===== config.mk =====
export PLATFORM = sky130hd
export DESIGN_NAME = magnetic_line_follow_steering_top
export DESIGN_NICKNAME = d
export VERILOG_FILES = /design/src/rtl/lfs_pkg.sv /design/src/rtl/lfs_frame.sv /design/src/rtl/lfs_core.sv /design/src/rtl/magnetic_line_follow_steering_top.sv
export SDC_FILE = /design/constraint.sdc
export NUM_CORES = 1
export LEC_CHECK = 0
export ABC_CLOCK_PERIOD_IN_PS = 10760
export BUFFER_PORTS_ARGS = -buffer_cell sky130_fd_sc_hd__buf_4
export CORE_ASPECT_RATIO = 1.25
export CORE_MARGIN = 1.5
export CORE_UTILIZATION = 35
export CTS_BUF_LIST = sky130_fd_sc_hd__clkbuf_16
export DETAILED_ROUTE_END_ITERATION = 7
export SLEW_MARGIN = 40
export SYNTH_ARGS = -nofsm -noshare
export SYNTH_HDL_FRONTEND = slang
export SYNTH_SLANG_ARGS = --single-unit

===== constraint.sdc =====
create_clock -name i_clk -period 10.76 [get_ports i_clk]
set_clock_uncertainty 0.15 [all_clocks]
set_input_delay 2.152 -clock i_clk [delete_from_list [all_inputs] [get_ports i_clk]]
set_output_delay 2.152 -clock i_clk [all_outputs]
set_load 0.01 [all_outputs]

===== src/rtl/lfs_pkg.sv =====
`default_nettype none
// ----------------------------------------------------------------------------
// lfs_pkg
// Shared types and constants of the magnetic line-follow steering block.
// ----------------------------------------------------------------------------
package lfs_pkg;

    // Sensor bar and motor drive sizing.
    localparam int SENSOR_COUNT = 6;
    localparam int MAG_W        = 8;
    localparam int PWM_FULL     = 100;
    localparam int PULSE_LIM    = PWM_FULL - 1;
    localparam int PULSE_W      = $clog2(PULSE_LIM + 1) + 1;
    localparam int DUTY_W       = 7;

    // Magnitude sums.
    localparam int ABS_W  = MAG_W;
    localparam int SUM_W  = $clog2(SENSOR_COUNT * (1 << (MAG_W - 1)) + 1);
    localparam int HALF_W = $clog2((SENSOR_COUNT / 2) * (1 << (MAG_W - 1)) + 1);
    localparam int ERR_W  = HALF_W + 1;

    // Configuration register widths and reset values.
    localparam int SPEED_W  = 8;
    localparam int CARD_W   = 8;
    localparam int THR_W    = 7;
    localparam int FLOOR_W  = 10;
    localparam int CFG_W    = 10;
    localparam int CFG_IDX_W = 2;
    localparam logic [THR_W-1:0]   THR_RESET   = THR_W'(30);
    localparam logic [FLOOR_W-1:0] FLOOR_RESET = FLOOR_W'(5);

    localparam logic [CFG_IDX_W-1:0] CFG_CRUISE = CFG_IDX_W'(0);
    localparam logic [CFG_IDX_W-1:0] CFG_TARGET = CFG_IDX_W'(1);
    localparam logic [CFG_IDX_W-1:0] CFG_THRESH = CFG_IDX_W'(2);
    localparam logic [CFG_IDX_W-1:0] CFG_FLOOR  = CFG_IDX_W'(3);

    // Turn level ladder: level 0 is the widest turn.
    localparam int NUM_LEVELS = 5;
    localparam int OFF_W      = 5;
    localparam int BOUND_W    = THR_W + $clog2(NUM_LEVELS + 1);
    localparam int RAW_W      = SPEED_W + 2;
    localparam logic [3:0]       LEVEL_LEFT [NUM_LEVELS] = '{4'd11, 4'd9, 4'd7, 4'd5, 4'd3};
    localparam logic [OFF_W-1:0] LEVEL_OFF  [NUM_LEVELS] = '{5'd19, 5'd13, 5'd7, 5'd3, 5'd1};

    // Opcodes.
    localparam logic [2:0] OP_MAG    = 3'd0;
    localparam logic [2:0] OP_CARD   = 3'd1;
    localparam logic [2:0] OP_OBST   = 3'd2;
    localparam logic [2:0] OP_START  = 3'd3;
    localparam logic [2:0] OP_STOP   = 3'd4;
    localparam logic [2:0] OP_TICK   = 3'd5;
    localparam logic [2:0] OP_NUDGE  = 3'd6;

    // Bridge modes.
    localparam logic [1:0] MODE_BRAKE = 2'd0;
    localparam logic [1:0] MODE_COAST = 2'd1;
    localparam logic [1:0] MODE_FWD   = 2'd2;
    localparam logic [1:0] MODE_REV   = 2'd3;

    // Steering states.
    localparam logic [3:0] STEER_STOP = 4'd0;
    localparam logic [3:0] STEER_FWD  = 4'd1;

    typedef logic signed [MAG_W-1:0] t_mag;

    // Pre-decoded input word handed from the front stage to the core.
    typedef struct packed {
        logic [2:0]       opcode;
        logic             no_line;
        logic             in_band;
        logic             turn_hit;
        logic             turn_left;
        logic [3:0]       turn_code;
        logic [OFF_W-1:0] turn_off;
        logic             card_match;
        logic             ir_a_clear;
        logic             ir_b_clear;
        logic             motor_select;
        logic             nudge_down;
    } t_item;

    typedef struct packed {
        logic [1:0]        a_mode;
        logic [DUTY_W-1:0] a_duty;
        logic [1:0]        b_mode;
        logic [DUTY_W-1:0] b_duty;
        logic [3:0]        steer;
        logic              obstacle;
        logic              poll;
    } t_result;

endpackage

`default_nettype wire


===== src/rtl/lfs_frame.sv =====
`default_nettype none
// ----------------------------------------------------------------------------
// lfs_frame
// Decodes one incoming word: sensor magnitudes, line presence, steering
// error against the threshold ladder, and card match.
// ----------------------------------------------------------------------------
module lfs_frame (
    input  wire logic [2:0]                  i_opcode,
    input  wire lfs_pkg::t_mag               i_mag [lfs_pkg::SENSOR_COUNT],
    input  wire logic [lfs_pkg::CARD_W-1:0]  i_card_id,
    input  wire logic                        i_ir_a_clear,
    input  wire logic                        i_ir_b_clear,
    input  wire logic                        i_motor_select,
    input  wire logic                        i_nudge_down,
    input  wire logic [lfs_pkg::CARD_W-1:0]  i_target_card,
    input  wire logic [lfs_pkg::THR_W-1:0]   i_steer_threshold,
    input  wire logic [lfs_pkg::FLOOR_W-1:0] i_signal_floor,
    output lfs_pkg::t_item                   o_item
);
    import lfs_pkg::*;

    localparam int CMP_W = (SUM_W > FLOOR_W) ? SUM_W : FLOOR_W;

    logic [ABS_W-1:0]        mag_abs [SENSOR_COUNT];
    logic [SUM_W-1:0]        mag_sum;
    logic [HALF_W-1:0]       left_sum;
    logic [HALF_W-1:0]       right_sum;
    logic signed [ERR_W-1:0] err;
    logic [HALF_W-1:0]       err_abs;
    logic [BOUND_W-1:0]      bound [NUM_LEVELS];
    logic                    hit;
    logic [3:0]              code;
    logic [OFF_W-1:0]        off;

    always_comb begin
        mag_sum   = '0;
        left_sum  = '0;
        right_sum = '0;
        for (int i = 0; i < SENSOR_COUNT; i++) begin
            mag_abs[i] = i_mag[i][MAG_W-1] ? ABS_W'(-i_mag[i]) : ABS_W'(i_mag[i]);
            mag_sum    = mag_sum + SUM_W'(mag_abs[i]);
            if (i < SENSOR_COUNT / 2) begin
                left_sum = left_sum + HALF_W'(mag_abs[i]);
            end else begin
                right_sum = right_sum + HALF_W'(mag_abs[i]);
            end
        end
        err     = $signed({1'b0, left_sum}) - $signed({1'b0, right_sum});
        err_abs = err[ERR_W-1] ? HALF_W'(-err) : HALF_W'(err);
    end

    // The widest turn has priority, so the scan runs from the narrowest level
    // and lets a wider match overwrite it.
    always_comb begin
        hit  = 1'b0;
        code = STEER_STOP;
        off  = '0;
        for (int i = NUM_LEVELS - 1; i >= 0; i--) begin
            bound[i] = BOUND_W'((NUM_LEVELS - i) * i_steer_threshold);
            if (BOUND_W'(err_abs) > bound[i]) begin
                hit  = 1'b1;
                code = LEVEL_LEFT[i] + {3'b000, ~err[ERR_W-1]};
                off  = LEVEL_OFF[i];
            end
        end
    end

    always_comb begin
        o_item.opcode       = i_opcode;
        o_item.no_line      = CMP_W'(mag_sum) < CMP_W'(i_signal_floor);
        o_item.in_band      = BOUND_W'(err_abs) < BOUND_W'(i_steer_threshold);
        o_item.turn_hit     = hit;
        o_item.turn_left    = err[ERR_W-1];
        o_item.turn_code    = code;
        o_item.turn_off     = off;
        o_item.card_match   = i_card_id == i_target_card;
        o_item.ir_a_clear   = i_ir_a_clear;
        o_item.ir_b_clear   = i_ir_b_clear;
        o_item.motor_select = i_motor_select;
        o_item.nudge_down   = i_nudge_down;
    end

endmodule

`default_nettype wire


===== src/rtl/lfs_core.sv =====
`default_nettype none
// ----------------------------------------------------------------------------
// lfs_core
// Vehicle state, motor pulses and bridge modes. Applies one decoded word per
// cycle while i_fire is high and registers the resulting drive word.
// ----------------------------------------------------------------------------
module lfs_core (
    input  wire logic                        i_clk,
    input  wire logic                        i_rst_n,
    input  wire logic                        i_fire,
    input  wire lfs_pkg::t_item              i_item,
    input  wire logic [lfs_pkg::SPEED_W-1:0] i_cruise_speed,
    output lfs_pkg::t_result                 o_result
);
    import lfs_pkg::*;

    localparam logic signed [RAW_W-1:0] LIM_POS = RAW_W'(PULSE_LIM);
    localparam logic signed [RAW_W-1:0] LIM_NEG = -RAW_W'(PULSE_LIM);

    function automatic logic signed [PULSE_W-1:0] sat_pulse(
        input logic signed [RAW_W-1:0] p
    );
        logic signed [RAW_W-1:0] q;
        q = p;
        if (p > LIM_POS) begin
            q = LIM_POS;
        end else if (p < LIM_NEG) begin
            q = LIM_NEG;
        end
        return PULSE_W'(q);
    endfunction

    function automatic logic [DUTY_W-1:0] duty_of(input logic signed [PULSE_W-1:0] p);
        logic [PULSE_W-1:0] m;
        m = p[PULSE_W-1] ? PULSE_W'(-p) : PULSE_W'(p);
        return m[DUTY_W-1:0];
    endfunction

    logic [3:0]                r_moving, n_moving;
    logic [3:0]                r_saved, n_saved;
    logic                      r_obst, n_obst;
    logic signed [PULSE_W-1:0] r_pulse [2];
    logic signed [PULSE_W-1:0] n_pulse [2];
    logic [1:0]                r_mode [2];
    logic [1:0]                n_mode [2];
    logic                      n_poll;
    logic                      do_set [2];
    logic signed [RAW_W-1:0]   raw [2];
    logic signed [RAW_W-1:0]   spd;
    logic signed [RAW_W-1:0]   off;
    logic signed [RAW_W-1:0]   step;
    logic                      blocked;
    t_result                   r_result, n_result;

    always_comb begin
        spd     = $signed(RAW_W'(i_cruise_speed));
        off     = i_item.turn_left ? -$signed(RAW_W'(i_item.turn_off))
                                   : $signed(RAW_W'(i_item.turn_off));
        step    = i_item.nudge_down ? -RAW_W'(1) : RAW_W'(1);
        blocked = !i_item.ir_a_clear || !i_item.ir_b_clear;

        n_moving = r_moving;
        n_saved  = r_saved;
        n_obst   = r_obst;
        n_poll   = 1'b0;
        for (int m = 0; m < 2; m++) begin
            n_mode[m] = r_mode[m];
            do_set[m] = 1'b0;
            raw[m]    = '0;
        end

        case (i_item.opcode)
            OP_MAG: begin
                if (r_moving != STEER_STOP) begin
                    if (i_item.no_line) begin
                        do_set[0] = 1'b1;
                        do_set[1] = 1'b1;
                    end else if (i_item.in_band) begin
                        n_moving  = STEER_FWD;
                        do_set[0] = 1'b1;
                        do_set[1] = 1'b1;
                        raw[0]    = spd;
                        raw[1]    = spd;
                    end else if (i_item.turn_hit && r_moving != i_item.turn_code) begin
                        n_moving  = i_item.turn_code;
                        do_set[0] = 1'b1;
                        do_set[1] = 1'b1;
                        raw[0]    = spd + off;
                        raw[1]    = spd - off;
                    end
                end
            end
            OP_CARD: begin
                if (i_item.card_match) begin
                    n_moving  = STEER_STOP;
                    n_mode[0] = MODE_BRAKE;
                    n_mode[1] = MODE_BRAKE;
                end
            end
            OP_OBST: begin
                if (blocked && !r_obst) begin
                    n_obst    = 1'b1;
                    n_saved   = r_moving;
                    n_moving  = STEER_STOP;
                    n_mode[0] = MODE_BRAKE;
                    n_mode[1] = MODE_BRAKE;
                end else if (!blocked && r_obst) begin
                    n_obst   = 1'b0;
                    n_moving = r_saved;
                end
            end
            OP_START: begin
                n_moving  = STEER_FWD;
                n_mode[0] = MODE_FWD;
                n_mode[1] = MODE_FWD;
            end
            OP_STOP: begin
                n_moving  = STEER_STOP;
                n_mode[0] = MODE_BRAKE;
                n_mode[1] = MODE_BRAKE;
            end
            OP_TICK: begin
                n_poll = r_moving != STEER_STOP;
            end
            OP_NUDGE: begin
                do_set[i_item.motor_select] = 1'b1;
                raw[i_item.motor_select] = RAW_W'(r_pulse[i_item.motor_select]) + step;
            end
            default: begin
            end
        endcase

        // A zero pulse counts as reverse, matching the drive convention.
        for (int m = 0; m < 2; m++) begin
            n_pulse[m] = r_pulse[m];
            if (do_set[m]) begin
                n_pulse[m] = sat_pulse(raw[m]);
                n_mode[m]  = (n_pulse[m] > 0) ? MODE_FWD : MODE_REV;
            end
        end

        n_result.a_mode   = n_mode[0];
        n_result.a_duty   = duty_of(n_pulse[0]);
        n_result.b_mode   = n_mode[1];
        n_result.b_duty   = duty_of(n_pulse[1]);
        n_result.steer    = n_moving;
        n_result.obstacle = n_obst;
        n_result.poll     = n_poll;
    end

    always_ff @(posedge i_clk) begin
        if (!i_rst_n) begin
            r_moving <= STEER_STOP;
            r_saved  <= STEER_STOP;
            r_obst   <= 1'b0;
            for (int m = 0; m < 2; m++) begin
                r_pulse[m] <= '0;
                r_mode[m]  <= MODE_BRAKE;
            end
        end else if (i_fire) begin
            r_moving <= n_moving;
            r_saved  <= n_saved;
            r_obst   <= n_obst;
            for (int m = 0; m < 2; m++) begin
                r_pulse[m] <= n_pulse[m];
                r_mode[m]  <= n_mode[m];
            end
        end
    end

    always_ff @(posedge i_clk) begin
        if (i_fire) begin
            r_result <= n_result;
        end
    end

    assign o_result = r_result;

endmodule

`default_nettype wire


===== src/rtl/magnetic_line_follow_steering_top.sv =====
`default_nettype none
// ----------------------------------------------------------------------------
// magnetic_line_follow_steering_top
// Two-wheel steering controller for a vehicle following a magnetic line.
// ----------------------------------------------------------------------------
// Input channel: i_valid / o_stall carry one word per accepted edge: an opcode
// with the six sensor values, a card id, the two infrared flags and the nudge
// fields. Output channel: o_valid / i_stall carry exactly one drive word per
// input word: both bridge modes and duties, the steering state, the obstacle
// flag and the poll request.
// The word is decoded into an input register, then the state update writes the
// result register. Throughput is one word per cycle while the receiver does not
// stall; the path that sets it is the state update in lfs_core.
// While the receiver stalls, the result register holds its word and the input
// register can still take one more word; o_stall rises only when both are
// full. Configuration registers are written through i_cfg_we / i_cfg_idx /
// i_cfg_data, by the user only while the block is idle; nothing enforces it.
// Reset (synchronous, active low) empties both registers, stops the vehicle,
// clears the pulses, brakes both motors and loads the register defaults.
// ----------------------------------------------------------------------------
module magnetic_line_follow_steering_top (
    input  wire logic                          i_clk,
    input  wire logic                          i_rst_n,

    input  wire logic                          i_cfg_we,
    input  wire logic [lfs_pkg::CFG_IDX_W-1:0] i_cfg_idx,
    input  wire logic [lfs_pkg::CFG_W-1:0]     i_cfg_data,

    input  wire logic                          i_valid,
    output      logic                          o_stall,
    input  wire logic [2:0]                    i_opcode,
    input  wire logic signed [7:0]             i_mag_0,
    input  wire logic signed [7:0]             i_mag_1,
    input  wire logic signed [7:0]             i_mag_2,
    input  wire logic signed [7:0]             i_mag_3,
    input  wire logic signed [7:0]             i_mag_4,
    input  wire logic signed [7:0]             i_mag_5,
    input  wire logic [7:0]                    i_card_id,
    input  wire logic                          i_ir_a_clear,
    input  wire logic                          i_ir_b_clear,
    input  wire logic                          i_motor_select,
    input  wire logic                          i_nudge_down,

    output      logic                          o_valid,
    input  wire logic                          i_stall,
    output      logic [1:0]                    o_drive_a_mode,
    output      logic [6:0]                    o_drive_a_duty,
    output      logic [1:0]                    o_drive_b_mode,
    output      logic [6:0]                    o_drive_b_duty,
    output      logic [3:0]                    o_steer_state,
    output      logic                          o_obstacle_seen,
    output      logic                          o_poll_request
);
    import lfs_pkg::*;

    logic [SPEED_W-1:0] r_cruise_speed;
    logic [CARD_W-1:0]  r_target_card;
    logic [THR_W-1:0]   r_steer_threshold;
    logic [FLOOR_W-1:0] r_signal_floor;

    t_mag    mag_arr [SENSOR_COUNT];
    t_item   dec_item;
    t_item   r_item;
    logic    r_s1_valid;
    logic    r_out_valid;
    logic    advance;
    logic    fire;
    t_result result;

    always_ff @(posedge i_clk) begin
        if (!i_rst_n) begin
            r_cruise_speed    <= '0;
            r_target_card     <= '0;
            r_steer_threshold <= THR_RESET;
            r_signal_floor    <= FLOOR_RESET;
        end else if (i_cfg_we) begin
            case (i_cfg_idx)
                CFG_CRUISE: r_cruise_speed    <= i_cfg_data[SPEED_W-1:0];
                CFG_TARGET: r_target_card     <= i_cfg_data[CARD_W-1:0];
                CFG_THRESH: r_steer_threshold <= i_cfg_data[THR_W-1:0];
                CFG_FLOOR:  r_signal_floor    <= i_cfg_data[FLOOR_W-1:0];
                default: begin
                end
            endcase
        end
    end

    assign mag_arr[0] = i_mag_0;
    assign mag_arr[1] = i_mag_1;
    assign mag_arr[2] = i_mag_2;
    assign mag_arr[3] = i_mag_3;
    assign mag_arr[4] = i_mag_4;
    assign mag_arr[5] = i_mag_5;

    lfs_frame u_frame (
        .i_opcode          (i_opcode),
        .i_mag             (mag_arr),
        .i_card_id         (i_card_id),
        .i_ir_a_clear      (i_ir_a_clear),
        .i_ir_b_clear      (i_ir_b_clear),
        .i_motor_select    (i_motor_select),
        .i_nudge_down      (i_nudge_down),
        .i_target_card     (r_target_card),
        .i_steer_threshold (r_steer_threshold),
        .i_signal_floor    (r_signal_floor),
        .o_item            (dec_item)
    );

    // The result register frees up when it is empty or its word is taken.
    assign advance = !r_out_valid || !i_stall;
    assign fire    = r_s1_valid && advance;
    assign o_stall = r_s1_valid && !advance;

    always_ff @(posedge i_clk) begin
        if (!i_rst_n) begin
            r_s1_valid  <= 1'b0;
            r_out_valid <= 1'b0;
        end else begin
            if (!o_stall) begin
                r_s1_valid <= i_valid;
            end
            if (advance) begin
                r_out_valid <= r_s1_valid;
            end
        end
    end

    always_ff @(posedge i_clk) begin
        if (!o_stall) begin
            r_item <= dec_item;
        end
    end

    lfs_core u_core (
        .i_clk          (i_clk),
        .i_rst_n        (i_rst_n),
        .i_fire         (fire),
        .i_item         (r_item),
        .i_cruise_speed (r_cruise_speed),
        .o_result       (result)
    );

    assign o_valid         = r_out_valid;
    assign o_drive_a_mode  = result.a_mode;
    assign o_drive_a_duty  = result.a_duty;
    assign o_drive_b_mode  = result.b_mode;
    assign o_drive_b_duty  = result.b_duty;
    assign o_steer_state   = result.steer;
    assign o_obstacle_seen = result.obstacle;
    assign o_poll_request  = result.poll;

endmodule

`default_nettype wire

==> results.tsv <==
stage	metric	value	unit
synth	synth_cell_types	101	
synth	synth.avg_cell_area	8.80	µm²
synth	syn_nets	1634	
placement	dp_cells	1868	
cells_and_area	final_common_cell	inv_1	
setup_path	crit_buf_inv	4	
run	drv_cap	0	
floorplanning	die_h	210	µm
floorplanning	die_x	169	µm
sta	min_period	8.86	ns
global_route	grt_pass1_vias	10000	
cells_and_area	fillers	3348	
cts	post_cts_buffers	0	
placement	gp_congestion	0.908	
detailed_routing	antenna_left	0	
cells_and_area	area_growth	12.7	%
setup_path	rrSetupSlack	5.51	ns
global_route	track_usage	18.0	%
setup_path	max_stage_delay	0.55	ns
cts	cts_num_sinks	109	
cells_and_area	mostFrequentLayoutCells	inv_1 (164), ha_1 (150), buf_4 (107)	
cts	cts.htree.levels	3	
floorplanning	die_area	35500	µm²
detailed_routing	dr.pass1.iters	7	
synth	synthArstFlopShare	0	%
synth	syn-instance-count	1365	
detailed_routing	via_per_inst	5.28	
global_route	grt_pass1_wl	50800	µm
sta	setup_viol	0	
floorplanning	rows	75	
setup_path	critPathLaunchType	input pin	
detailed_routing	drc	0	
cts	clockBufferDepth	2	
setup_path	cp_slowest_cell	xnor2_1	
floorplanning	core_area	33700	µm²
setup_path	crit_family	compound AO/OA/AOI/OAI gates	
sta	rsz0062_at_grt	false	
floorplanning	ios	106	
detailed_routing	routed_wl	31200	µm
setup_path	crit_fanout	14	
sta	slew_viol_final	0	
setup_path	arrival	8.90	ns
cells_and_area	drive_gt1_share	11.8	%
cts	cts_made_buffers	9	
sta	worst_slack	1.90	ns
sta	max_freq	113	MHz
synth	syn_area	12000	µm²
setup_path	end_kind	flip-flop	
cts	cts_resized	0	
cells_and_area	fin_area	13500	µm²
cts	tritoncts	built	
global_route	antenna_found_initial	2	
cts	clock-root-buffer	clkbuf_16	
sta	worst_pin_slew	0.788	ns
sta	finalHoldViolations	0	
global_route	grt_max_degree	48	
synth	synth-edff-count	64	
detailed_routing	vias	9941	
setup_path	path_class	input pin to flip-flop	
placement	portBuffers	105	
synth	ys_ff_latch	109	
placement	placed_area	13200	µm²
cts	cts.clk_slew.worst_paths	0.08	ns
cells_and_area	antennaDiodeCount	0	
synth	synth_top_flop_cell	edfxtp_1	
sta	fin_crit_sh	82.4	%
placement	dp_hpwl	26400	µm
synth	yosysSeqAreaShare	23.5	%
detailed_routing	drt_iter0_markers	451	
global_route	grt.overflow.total	0	
cells_and_area	stdcell_count	1884	
placement	pre_cts_ws	1.55	ns
cells_and_area	fin_nets	1725	
sta	relSlewSlack	47.3	%
detailed_routing	wire_per_inst	16.6	µm
sta	tns	0	ns
cts	cts_hold_buf	0	
run_status	status	finished, final reports clean	
floorplanning	start_util	35.7	%
synth	yosysWarnings	0	
cts	clk_latency	0.37	ns
setup_path	cp.required	10.79	ns
min_path	min_path_type	flip-flop to flip-flop	
cells by family after synthesis:
logic type | after synthesis | synth area share, %
adder cells (fa/ha/maj) | 190 | 22.2
multiplexers | 32 | 2.78
buffers and inverters | 193 | 6.14
AND/OR/NAND/NOR | 379 | 16.6
XOR/XNOR | 125 | 9.11
AO/OA/AOI/OAI | 337 | 19.7
flip-flops | 109 | 23.5
per-stage QoR:
step | utilization (%) | hold slack (ns)
after detailed placement | 39.3 | 0.314
after floorplan | - | 0.292
after global placement | 39.3 | 0.302
after CTS | 40.2 | 0.325
after global routing | 40.2 | 0.341
final | 40.2 | 0.322
sequential cells by signal, summed over array words and instances (netlist names), named ones only:
name / cells
o_valid: 1
r_cruise_speed: 8
r_item: 20
r_s1_valid: 1
r_signal_floor: 10
r_steer_threshold: 7
r_target_card: 8
u_core.o_result: 24
u_core.r_mode: 4
u_core.r_moving: 4
u_core.r_obst: 1
u_core.r_pulse: 16
u_core.r_saved: 4
final cells by class:
type / count / area, µm² / area share (%)
multi-input combinational: 1063 / 8470 / 62.5
sequential: 109 / 2820 / 20.8
inverter: 166 / 624 / 4.61
clock buffer: 9 / 225 / 1.66
timing repair buffer: 107 / 803 / 5.93
tap: 423 / 529 / 3.91
clock inverter: 7 / 76.3 / 0.563
per-layer routing:
| layer | track usage [%] | up-vias | wire length (µm) |
|---|---|---|---|
| li1 | - | 5006 | - |
| met1 | 19.6 | 4683 | 12400 |
| met2 | 34.5 | 195 | 16600 |
| met3 | 2.87 | 53 | 1130 |
| met4 | 6.99 | 4 | 994 |
| met5 | 0 | - | 31 |
final timing paths:
path                     start                  end  cells past startpoint
max                 i_mag_5[0]           r_item[12]                     30
max reg2reg         r_item[15]  u_core.o_result[21]                     19
min reg2reg  r_signal_floor[5]    r_signal_floor[5]                      2
min          r_signal_floor[5]    r_signal_floor[5]                      2
Yosys cell counts, types with 9 or more instances:
cell / instances / area, µm²
or3_1: 13 / 81.3
nor3_1: 10 / 50.1
a21oi_1: 75 / 375
xnor2_1: 85 / 744
ha_1: 150 / 1880
o21ai_0: 55 / 275
nand3_1: 26 / 130
a211oi_1: 11 / 82.6
and2_1: 12 / 75.1
o211ai_1: 14 / 105
a21o_1: 28 / 210
o31ai_1: 15 / 113
mux2i_1: 23 / 230
nor2b_1: 48 / 300
a31oi_1: 9 / 56.3
nand2_1: 106 / 398
o21a_1: 17 / 128
nor4_1: 9 / 56.3
o21bai_1: 25 / 188
nor2_1: 64 / 240
fa_1: 39 / 781
a21boi_0: 15 / 113
dfxtp_1: 45 / 901
xor2_1: 40 / 350
nand2b_1: 32 / 200
inv_1: 164 / 616
edfxtp_1: 64 / 1920
clkbuf_1: 20 / 75.1
nand4_1: 16 / 100
worst min-delay path: stages (launching register included):
cell	delay [ns]
dfxtp_1	0.32
nand2_1	0.05
a21boi_0	0.06
Power is left out: the tool's default activity adds up to more than one toggle a clock period on the data nets, which glitch-free logic cannot reach.
